## config.mk

```make
export PLATFORM = sky130hd
export DESIGN_NAME = fba_ctrl
export DESIGN_NICKNAME = d
export VERILOG_FILES = /design/src/rtl/fba_pkg.sv /design/src/rtl/fba_ctrl.sv
export SDC_FILE = /design/constraint.sdc
export NUM_CORES = 1
export LEC_CHECK = 0
export ABC_AREA = 1
export BUFFER_PORTS_ARGS = -buffer_cell sky130_fd_sc_hd__buf_2
export CAP_MARGIN = 20
export CORE_AREA = 2 2 39 41
export DETAILED_ROUTE_END_ITERATION = 10
export DIE_AREA = 0 0 41 43
export GPL_TIMING_DRIVEN = 1
export HOLD_SLACK_MARGIN = 0.08
export PLACE_DENSITY = 0.54
export SLEW_MARGIN = 5
export SYNTH_ARGS = -nofsm -noshare
export SYNTH_HDL_FRONTEND = slang
export SYNTH_SLANG_ARGS = --single-unit
```

## constraint.sdc

```tcl
create_clock -name clk_i -period 2.3 [get_ports clk_i]
set_input_delay 0.46 -clock clk_i [delete_from_list [all_inputs] [get_ports clk_i]]
set_output_delay 0.46 -clock clk_i [all_outputs]
set_load 0.01 [all_outputs]
```

## src/rtl/fba_pkg.sv

```systemverilog
// Shared constants, types and command/status structs of the frame bitmap allocator.
package fba_pkg;

  localparam int NUM_FRAMES   = 4096;
  localparam int WORD_BITS    = 32;
  localparam int FRAME_W      = 12;
  localparam int FIELD_FRAMES = 4096;

  localparam int NUM_WORDS   = (NUM_FRAMES + WORD_BITS - 1) / WORD_BITS;
  localparam int FRAME_LIMIT = (NUM_FRAMES < FIELD_FRAMES) ? NUM_FRAMES : FIELD_FRAMES;
  localparam int SCAN_WORDS  = (FRAME_LIMIT + WORD_BITS - 1) / WORD_BITS;
  localparam int TAIL_BITS   = FRAME_LIMIT - (SCAN_WORDS - 1) * WORD_BITS;
  localparam int BIT_W       = $clog2(WORD_BITS);
  localparam int WORD_AW     = (NUM_WORDS > 1) ? $clog2(NUM_WORDS) : 1;
  localparam int SCAN_CW     = $clog2(SCAN_WORDS + 1);

  typedef logic [WORD_BITS-1:0] word_t;
  typedef logic [FRAME_W-1:0]   frame_t;
  typedef logic [WORD_AW-1:0]   waddr_t;

  // Bits of the last scanned word that lie beyond the frame limit read as used.
  localparam word_t TAIL_MASK = ~word_t'((65'(1) << TAIL_BITS) - 65'(1));

  typedef enum logic [1:0] {
    MODE_ALLOC = 2'd0,
    MODE_FREE  = 2'd1,
    MODE_TEST  = 2'd2,
    MODE_NOP   = 2'd3
  } mode_e;

  typedef enum logic [1:0] {
    ST_DONE   = 2'd0,
    ST_SKIP   = 2'd1,
    ST_NOFREE = 2'd2
  } status_e;

  typedef enum logic [2:0] {
    RES_ALLOC,
    RES_FULL,
    RES_SKIP,
    RES_FREE,
    RES_TEST
  } res_kind_e;

  typedef struct packed {
    logic      load;
    logic      rd;
    logic      rd_scan;
    logic      scan_inc;
    logic      wr_alloc;
    logic      wr_free;
    logic      res_set;
    res_kind_e res_kind;
    logic      out_load;
  } cmd_t;

  typedef struct packed {
    mode_e mode;
    logic  pf_zero;
    logic  pf_in_range;
    logic  word_full;
    logic  chk_last;
    logic  scan_ok;
  } st_t;

endpackage

```

## src/rtl/fba_ctrl.sv

```systemverilog
// Controller state machine: sequences decode, bitmap scan, read-modify-write and response.
module fba_ctrl (
  input  logic            clk_i,
  input  logic            rst_ni,
  input  logic            in_valid_i,
  output logic            in_ready_o,
  output logic            out_valid_o,
  input  logic            out_ready_i,
  input  fba_pkg::st_t    st_i,
  output fba_pkg::cmd_t   cmd_o
);

  typedef enum logic [2:0] {
    S_IDLE,
    S_DECODE,
    S_SCAN,
    S_FREE,
    S_TEST,
    S_RESP
  } state_e;

  state_e state_q, state_d;
  logic   out_valid_q, out_valid_d;

  always_comb begin
    cmd_o          = '0;
    cmd_o.res_kind = fba_pkg::RES_SKIP;
    state_d        = state_q;
    unique case (state_q)
      S_IDLE: begin
        cmd_o.load = in_valid_i;
        if (in_valid_i) state_d = S_DECODE;
      end
      S_DECODE: begin
        unique case (st_i.mode)
          fba_pkg::MODE_ALLOC: begin
            if (st_i.pf_zero) begin
              cmd_o.rd       = 1'b1;
              cmd_o.rd_scan  = 1'b1;
              cmd_o.scan_inc = 1'b1;
              state_d        = S_SCAN;
            end else begin
              cmd_o.res_set = 1'b1;
              state_d       = S_RESP;
            end
          end
          fba_pkg::MODE_FREE: begin
            if (!st_i.pf_zero && st_i.pf_in_range) begin
              cmd_o.rd = 1'b1;
              state_d  = S_FREE;
            end else begin
              cmd_o.res_set = 1'b1;
              state_d       = S_RESP;
            end
          end
          fba_pkg::MODE_TEST: begin
            cmd_o.rd = 1'b1;
            state_d  = S_TEST;
          end
          fba_pkg::MODE_NOP: begin
            cmd_o.res_set = 1'b1;
            state_d       = S_RESP;
          end
        endcase
      end
      S_SCAN: begin
        if (!st_i.word_full) begin
          cmd_o.wr_alloc = 1'b1;
          cmd_o.res_set  = 1'b1;
          cmd_o.res_kind = fba_pkg::RES_ALLOC;
          state_d        = S_RESP;
        end else if (st_i.chk_last) begin
          cmd_o.res_set  = 1'b1;
          cmd_o.res_kind = fba_pkg::RES_FULL;
          state_d        = S_RESP;
        end else begin
          // advance: check this word while the next one is read
          cmd_o.rd       = 1'b1;
          cmd_o.rd_scan  = 1'b1;
          cmd_o.scan_inc = 1'b1;
        end
      end
      S_FREE: begin
        cmd_o.wr_free  = 1'b1;
        cmd_o.res_set  = 1'b1;
        cmd_o.res_kind = fba_pkg::RES_FREE;
        state_d        = S_RESP;
      end
      S_TEST: begin
        cmd_o.res_set  = 1'b1;
        cmd_o.res_kind = fba_pkg::RES_TEST;
        state_d        = S_RESP;
      end
      S_RESP: begin
        // hold until the output register is free
        cmd_o.out_load = !out_valid_q || out_ready_i;
        if (cmd_o.out_load) state_d = S_IDLE;
      end
      default: state_d = S_IDLE;
    endcase
  end

  always_comb begin
    out_valid_d = out_valid_q;
    if (cmd_o.out_load)   out_valid_d = 1'b1;
    else if (out_ready_i) out_valid_d = 1'b0;
  end

  always_ff @(posedge clk_i or negedge rst_ni) begin
    if (!rst_ni) begin
      state_q     <= S_IDLE;
      out_valid_q <= 1'b0;
    end else begin
      state_q     <= state_d;
      out_valid_q <= out_valid_d;
    end
  end

  assign in_ready_o  = (state_q == S_IDLE);
  assign out_valid_o = out_valid_q;

`ifndef SYNTHESIS
  a_no_overwrite: assert property (@(posedge clk_i) disable iff (!rst_ni)
    cmd_o.out_load |-> (!out_valid_q || out_ready_i))
    else $error("result loaded over a pending transfer");

  a_scan_range: assert property (@(posedge clk_i) disable iff (!rst_ni)
    (cmd_o.rd && cmd_o.rd_scan) |-> st_i.scan_ok)
    else $error("bitmap scan read past the last word");

  a_accept_decode: assert property (@(posedge clk_i) disable iff (!rst_ni)
    (in_valid_i && in_ready_o) |=> (state_q == S_DECODE))
    else $error("accepted request not decoded");
`endif

endmodule

```

# After elaboration in Yosys (flattened, before gate mapping)
# Cells that the tools add are included.
dict set report word_totals {
  ff_bits 4
  input_bits 11
  output_inout_bits 13
  wordCells 51
}
dict set report op_classes {
  n_eq_ne 11
  muxes 29
  reduce_logical 9
}
# op count
set ops {}
lappend ops {{2-to-1 mux 3 bit} 9}
lappend ops {{one-hot mux 3 bit (5 select lines)} 1}
lappend ops {{one-hot mux 3 bit (4 select lines)} 1}
lappend ops {{2-to-1 mux 1 bit} 10}
lappend ops {{one-hot mux 1 bit (3 select lines)} 3}
lappend ops {{one-hot mux 3 bit (3 select lines)} 1}
lappend ops {{2-to-1 mux 4 bit} 2}
lappend ops {{equality test 3 x 2 -> 1 bit (second input constant)} 2}
lappend ops {{equality test 3 bit (second input constant)} 2}
lappend ops {{one-hot mux 3 bit (2 select lines)} 1}
lappend ops {{equality test 2 bit (second input constant)} 2}
lappend ops {{!= test 2 bit (second input constant)} 2}
lappend ops {{equality test 3 x 1 -> 1 bit (second input constant)} 1}
lappend ops {{zero test 3 bit} 1}
lappend ops {{!= test 3 bit (second input constant)} 1}
lappend ops {{AND reduction 3 bit} 1}
lappend ops {{equality test 2 x 1 -> 1 bit (second input constant)} 1}
lappend ops {{zero test 1 bit} 2}
lappend ops {{zero test 2 bit} 1}
lappend ops {{2-to-1 mux 2 bit} 1}
lappend ops {{nonzero test 2 bit} 1}
lappend ops {{OR reduction 2 bit} 1}
lappend ops {{logical AND 1 bit} 1}
lappend ops {{logical OR 1 bit} 1}

# Longest topological paths before layout
# Gate-level depths: netlist of the first run.
dict set report depth {
  word_depth 5
  depth_mapped 7
  ltp_nobuf 7
}

# Worst setup path before layout of the first run
# Ideal clock, no wire load.
dict set report synth_path {
  path_type {flip-flop to output port}
  startpoint {reg state_q[2]}
  endpoint {out cmd_o[8] (netlist name)}
  t_arrival_ps 1173
  required_time_ps 1840
  slack_ps 667
  stages_incl_launch_ff 5
  n_path_buf 1
  path_cell_list {dfrtp_1 -> nor3_2 -> inv_1 -> o21ai_1 -> buf_4}
}
# element line_no
set synth_rtl {}
lappend synth_rtl {{start: declaration} fba_ctrl.sv:22} ;# state_e state_q, state_d;
lappend synth_rtl {{start signal: assignment} fba_ctrl.sv:114} ;# state_q <= state_d;
lappend synth_rtl {{end: declaration} fba_ctrl.sv:10} ;# output fba_pkg::cmd_t cmd_o

==> summary.md, run 1 <==
| Metric | Value |
|---|---|
| Pin count of the biggest net entering global routing | 7 |
| Synth top cells by count | nand2_1, nor2_1, inv_1 |
| Final Cycle Share | 0.818 |
| Met2 Usage GRT | 0.175 |
| Std-Cell Rows | 14 |
| Vias in the first global route | approximately 350 |
| Tmin final | 1.88 ns |
| CTS tree | yes |
| Maximum vdd drop | 0.000296 V |
| Most frequent cell after synthesis | nand2_1 |
| Slew Viols, Final | 0 |
| IO Pins | 24 |
| RD Place Congestion | ~0.7 |
| Skew final | approximately 0.006 ns |
| Maximum fanout along the worst path | 4 |
| Placed insts | 98 |
| Total routed wirelength | 870 um |
| Total gr overflow | 0 |
| Post-synth top area share | 0.268 |
| Util after Layout | 0.376 |
| Worst Max-Slew Pin Slew | about 0.27 ns |
| Layout cells sized above 1 | 0.407 |
| Die W | a little over 40 um |
| Fmax | 532 MHz |
| CTS sink cnt | 4 |
| Post-Place Setup Slack | approximately 0.60 ns |
| EDFF count, synth | 0 |
| Layout Cells excl Fill | just over 100 |
| Final instance area | roughly 520 um^2 |
| Max cap viols | 0 |
| Final setup margin | around 0.42 ns |
| I/O Buffers | 22 |
| Status | complete, no violations |
| Core area | between 1000 and 1500 um^2 |
| Crit-path cells | nor2_1, inv_2, nor2_4, o21ai_1, or2_1, buf_2 |
| FFs w/ async S/R, synth | 1.00 |
| Area Growth Syn to Fin | 39.6% |
| LEAKAGE | roughly 0.33 nW |
| Detailed Route Iter0 Violations | 1 |
| Placed Area | 488 um^2 |
| Vias/cell | roughly 4.4 |
| Ranking of synthesized cells by area | dfrtp_1, nand2_1, nor2_1, inv_1, o21ai_1 |
| Critical Path AT | ~1.4 ns |
| Root buffer cell | clkbuf_4 |
| First-pass GRT wire length | around 1300 um |
| Post-CTS Resized | 0 |
| Total track usage | 0.102 |
| Post-DP HPWL | roughly 730 um |
| GRT met3 Usage | 0 |
| Final Hold Viols | 0 |
| Distinct cells, synth | 17 |
| Fillers | between 150 and 200 |
| Final hold slack | 0.513 ns |
| Yosys warns | 0 |
| Worst skew pair latency | about 0.23 ns |
| Postcts setup bufs | 0 |
| Final setup vio count | 0 |
| Setup TNS Final | 0 ns |
| Slew headroom | 0.821 |
| CTS Buffer Depth | 2 |
| TritonCTS Buffers | 3 |
| Post-Syn Nets | 73 |
| Inserted Diodes | 0 |
| Pre-Repair DR Iteration Count | 3 |
| Crit-path slowest cell | dfrtp_1 |
| Crit start category | flip-flop |
| Number of routed nets with antenna violations | 0 |
| Chip Height | 43 um |
| Die area | around 1800 um^2 |
| Kind of end point of the critical path | output pin |
| M1 GR Usage | 0.128 |
| Power density over the cells | between 1000 and 1500 nW/um^2 |
| Gate Count Post-Synth | 62 |
| Worst path max stage delay | ~0.4 ns |
| Drt drc | 0 |
| Worst endpoint required time | ~1.8 ns |
| CP bufs+invs | 2 |
| Dominant synthesized flop cell | dfrtp_1 |
| Nets | around 100 |
| Clock-pin slew on the worst setup and hold paths | around 0.04 ns |
| Cell accounting for the most synthesized area | dfrtp_1 |
| Syn avg cell area | between 6 and 7 um^2 |
| Setup CP Type | flip-flop to output pin |
| Final Power | 552 uW |
| Synthesized area | about 370 um^2 |
| RSZ-0062 raised after global routing | false |
| Top delay family on crit path | simple AND/OR/NAND/NOR gates |
| Hold WC Path Type | input port to flip-flop |
| Gr busiest metal | met2 |
| Yosys reg bits | 4 |
| Initial cell density of the core | 0.269 |
| Initial antenna violation count | 0 |
| Average wire per standard cell | about 8.5 um |
| Via Count | roughly 450 |
| H-tree Lvls | 1 |
| Sequential fraction of the synthesis area | 0.268 |
[cell type report]
| cell class | instances | area, um^2 | area share |
|---|---|---|---|
| Clock buffer | 3 | 22.5 | 0.0433 |
| Inverter | 11 | 41.3 | 0.0793 |
| Multi-Input combinational cell | 45 | 216 | 0.416 |
| Sequential cell | 4 | 100 | 0.192 |
| Tap cell | 16 | 20.0 | 0.0385 |
| Timing Repair Buffer | 23 | 120 | 0.231 |
[report_power, final]
part / switching [mW] / total (mW) / internal [mW]
combinational: 0.204 / 0.333 / 0.129
clock: 0.0254 / 0.0836 / 0.0581
sequential: 0.0350 / 0.135 / 0.0999
total: 0.265 / 0.552 / 0.287
[routing by layer]
layer  up-vias  share of wire
met1       198           0.43
met4         0              0
li1        244              -
met5         -              0
met2        11           0.52
met3         0          0.053
[cell usage in the layout, fill, tap and decap left out, drive strengths merged]
master,Yosys,routed
inv,11,11
a21oi,2,2
nand2,17,17
dlygate4sd3,0,1
buf,2,22
o21bai,1,1
or2,2,2
dfrtp,4,4
nor3,3,3
o21ai,4,4
nand3,4,4
nor2,12,12
clkbuf,0,3
[registers in the layout (all words and copies together), names as in the netlist]
name,count
state_q,3
out_valid_o,1
[final timing paths]
path	cells after the start	end	slack, ns	startpoint
max in group asynchronous	2	out_valid_o	1.60	rst_ni
min in group asynchronous	2	state_q[0]	0.58	rst_ni
setup / recovery	6	cmd_o[2]	0.42	state_q[1]
setup reg to reg	6	state_q[2]	1.16	state_q[2]
hold reg to reg	3	out_valid_o	0.61	out_valid_o
hold / removal	3	out_valid_o	0.51	out_ready_i
[cell families after synthesis]
group,after synthesis,synth area share
buf+inv,13,0.151
simple gates,38,0.480
compound gates,7,0.101
flops,4,0.268
[what timing repair did]
action	CTS	global route
hold buffers	1	0
hold endpoints to repair	4	0
setup endpoints to repair	0	0
[worst min-delay path, cell delays in order]
cell and delay [ns]:
buf_2 0.07, or2_2 0.11, nand2_1 0.05
Power figures use the tool's default switching activity.
==> run 2, diff against run 1 <==
- PLACE_DENSITY: 0.54 -> 0.56
- clock period: 2.3 -> 1.65 ns (I/O delays scaled with it)
==> run 2 against run 1 <==
The run now ends with setup timing left. Clock power is 40% higher. Worst setup slack worse by 0.44 ns. Combinational power is 110% higher. Sequential power is 53% higher. Cell area is 24% higher. Die area stayed put. Final cell count is 11% higher.
==> summary.md, run 2 (same netlist as run 1, synthesis figures left out) <==
| Metric | Value |
|---|---|
| Status | complete, but fails checks |
| Failing checks | setup timing |
| Average wire per standard cell | 8.32 um (-2.5%) |
| Fillers | 143 (-13%) |
| Final setup vio count | 1 (+1) |
| Drt drc | 0 (unchanged) |
| Met2 Usage GRT | 0.169 (-0.00625) |
| Slew headroom | 0.855 (+0.0339) |
| Max reg flops | 3 (unchanged) |
| Total gr overflow | 0 (unchanged) |
| Tmin final | approximately 1.7 ns |
| M1 GR Usage | 0.151 (+0.0234) |
| TritonCTS Buffers | 3 (unchanged) |
| Maximum vdd drop | 0.000428 V (+45%) |
| Std-Cell Rows | 14 (unchanged) |
| CTS tree | yes |
| Final instance area | 646 um^2 (+24%) |
| CP startpoint | state_q[1] |
| Initial antenna violation count | 0 (unchanged) |
| Nets | 110 (+11%) |
| Fmax | ~600 MHz |
| Pre-Repair DR Iteration Count | 4 (+1) |
| Setup CP Type | flip-flop to output pin |
| Inserted Diodes | 0 (unchanged) |
| Top reg by flops | state_q |
| Slew Viols, Final | 0 (unchanged) |
| Vias/cell | 4.35 (-2.2%) |
| Crit start category | flip-flop |
| Die W | 41 um (unchanged) |
| RSZ-0062 raised after global routing | true |
| Crit-path cells | nor2_4, inv_2, nor2_4, o21ai_2, or2_1, buf_2 |
| Reg-to-Reg Start | state_q[1] |
| Most used cell, CP | nor2_4 |
| Placed insts | 98 (unchanged) |
| Number of routed nets with antenna violations | 0 (unchanged) |
| Initial cell density of the core | 0.269 (unchanged) |
| Layout Cells excl Fill | 113 (+11%) |
| Layout cells sized above 1 | 0.557 (+0.150) |
| Kind of end point of the critical path | output pin |
| IO Pins | 24 (unchanged) |
| I/O Buffers | 22 (unchanged) |
| Root buffer cell | clkbuf_4 |
| Skew final | 0.00124 ns (-0.00465 ns) |
| Vias in the first global route | 368 (+4.2%) |
| Post-DP HPWL | 666 um (-8.5%) |
| Max cap viols | 0 (unchanged) |
| Hold WC Path Type | input port to flip-flop |
| RD Place Congestion | 0.742 (+5.1%) |
| Detailed Route Iter0 Violations | 3 (+2) |
| Hold Path Origin | out_ready_i |
| Commonest non-fill, non-tap cells in the layout | buf_2, nand2_1, buf_4, nor2_1, inv_1 |
| Worst path max stage delay | 0.45 ns (+0.04 ns) |
| Worst skew pair latency | 0.23 ns (about the same) |
| Total track usage | 0.110 (+0.00819) |
| First-pass GRT wire length | 1370 um (+7.0%) |
| Final Hold Viols | 0 (unchanged) |
| CTS sink cnt | 4 (unchanged) |
| Final Cycle Share | 1.01 |
| Worst endpoint required time | 1.32 ns (-0.52 ns) |
| Total routed wirelength | 940 um (+8.0%) |
| H-tree Lvls | 1 (unchanged) |
| Critical Path AT | 1.34 ns (-0.08 ns) |
| Gr busiest metal | met2 |
| Pin count of the biggest net entering global routing | 7 (unchanged) |
| Final setup margin | -0.0156 ns (-0.435 ns) |
| Most common cell after layout, fill and taps aside | buf_2 |
| CTS Buffer Depth | 2 (unchanged) |
| Storage element area | 104 um^2 (+3.8%) |
| Worst Max-Slew Pin Slew | 0.217 ns (-0.0501 ns) |
| LEAKAGE | 0.384 nW (+17%) |
| Clock-pin slew on the worst setup and hold paths | 0.04 ns (about the same) |
| Crit-path slowest cell | dfrtp_2 |
| Maximum fanout along the worst path | 4 (unchanged) |
| Area Growth Syn to Fin | 73.2% |
| Chip Height | 43 um (unchanged) |
| Power density over the cells | 1580 nW/um^2 (+49%) |
| GRT met3 Usage | 0 (unchanged) |
| Die area | 1760 um^2 (unchanged) |
| Area of the multi-input gates | 255 um^2 (+18%) |
| Core area | 1380 um^2 (unchanged) |
| Placed Area | 488 um^2 (unchanged) |
| Via Count | 491 (+8.4%) |
run 2: cell types whose count changed in the layout (fill, tap and decap cells not counted), sizes merged:
cell  previous run  this run
buf             22        33
run 2: metrics by stage:
step	hold WS (ns)	setup slack [ns]	utilization	setup TNS, ns	power (mW)
global route	0.402	-0.0809	0.467	-0.121	1.11
detailed placement	0.135	0.153	0.353	0	0.649
CTS	0.374	-0.0490	0.434	-0.0996	0.953
floorplan	0.0344	0.147	-	0	0.519
global placement	0.135	0.165	0.353	0	0.648
finish	0.373	-0.0156	0.467	-0.0156	1.02
run 2: power breakdown:
group	leakage [nW]	total, mW	switching [mW]	internal (mW)
clock network	0.0138	0.117	0.0360	0.0811
logic	0.324	0.696	0.351	0.345
registers	0.0461	0.206	0.0611	0.145
total	0.384	1.02	0.449	0.571
run 2: final cells by class:
cell class	instances	share of cell area
inverters	11	0.0640
flip-flops and latches	4	0.161
clock buffers	3	0.0349
well taps	16	0.0310
repair buffers	34	0.314
multi-input cells	45	0.395
run 2: critical path: cells and delay by family, from the launching register on:
family | cells | cell delay [ns]
and+or+nand+nor | 3 | 0.41
AOI/OAI and AO/OA | 1 | 0.06
buffers and inverters | 2 | 0.19
DFF | 1 | 0.45
run 2: final timing paths:
kind                       cells past startpoint  slack (ns)           to
min in group asynchronous                      2        0.43   state_q[0]
max reg2reg                                   12        0.08   state_q[2]
max                                            6       -0.02     cmd_o[2]
max in group asynchronous                      2        1.10   state_q[2]
min                                            3        0.37  out_valid_o
min reg2reg                                    3        0.60  out_valid_o
run 2: layer usage:
metal  vias to the layer above  share of wire
met5                         -              0
met4                         0          0.017
met3                         2          0.033
met2                        11           0.56
met1                       218           0.39
li1                        260              -
run 2: timing repair:
item,in CTS,in global routing
setup endpoints to repair,4,7
hold endpoints to repair,4,0
pin swaps,5,7
gates resized for setup,6,6
setup buffers,8,3
hold buffers,1,0
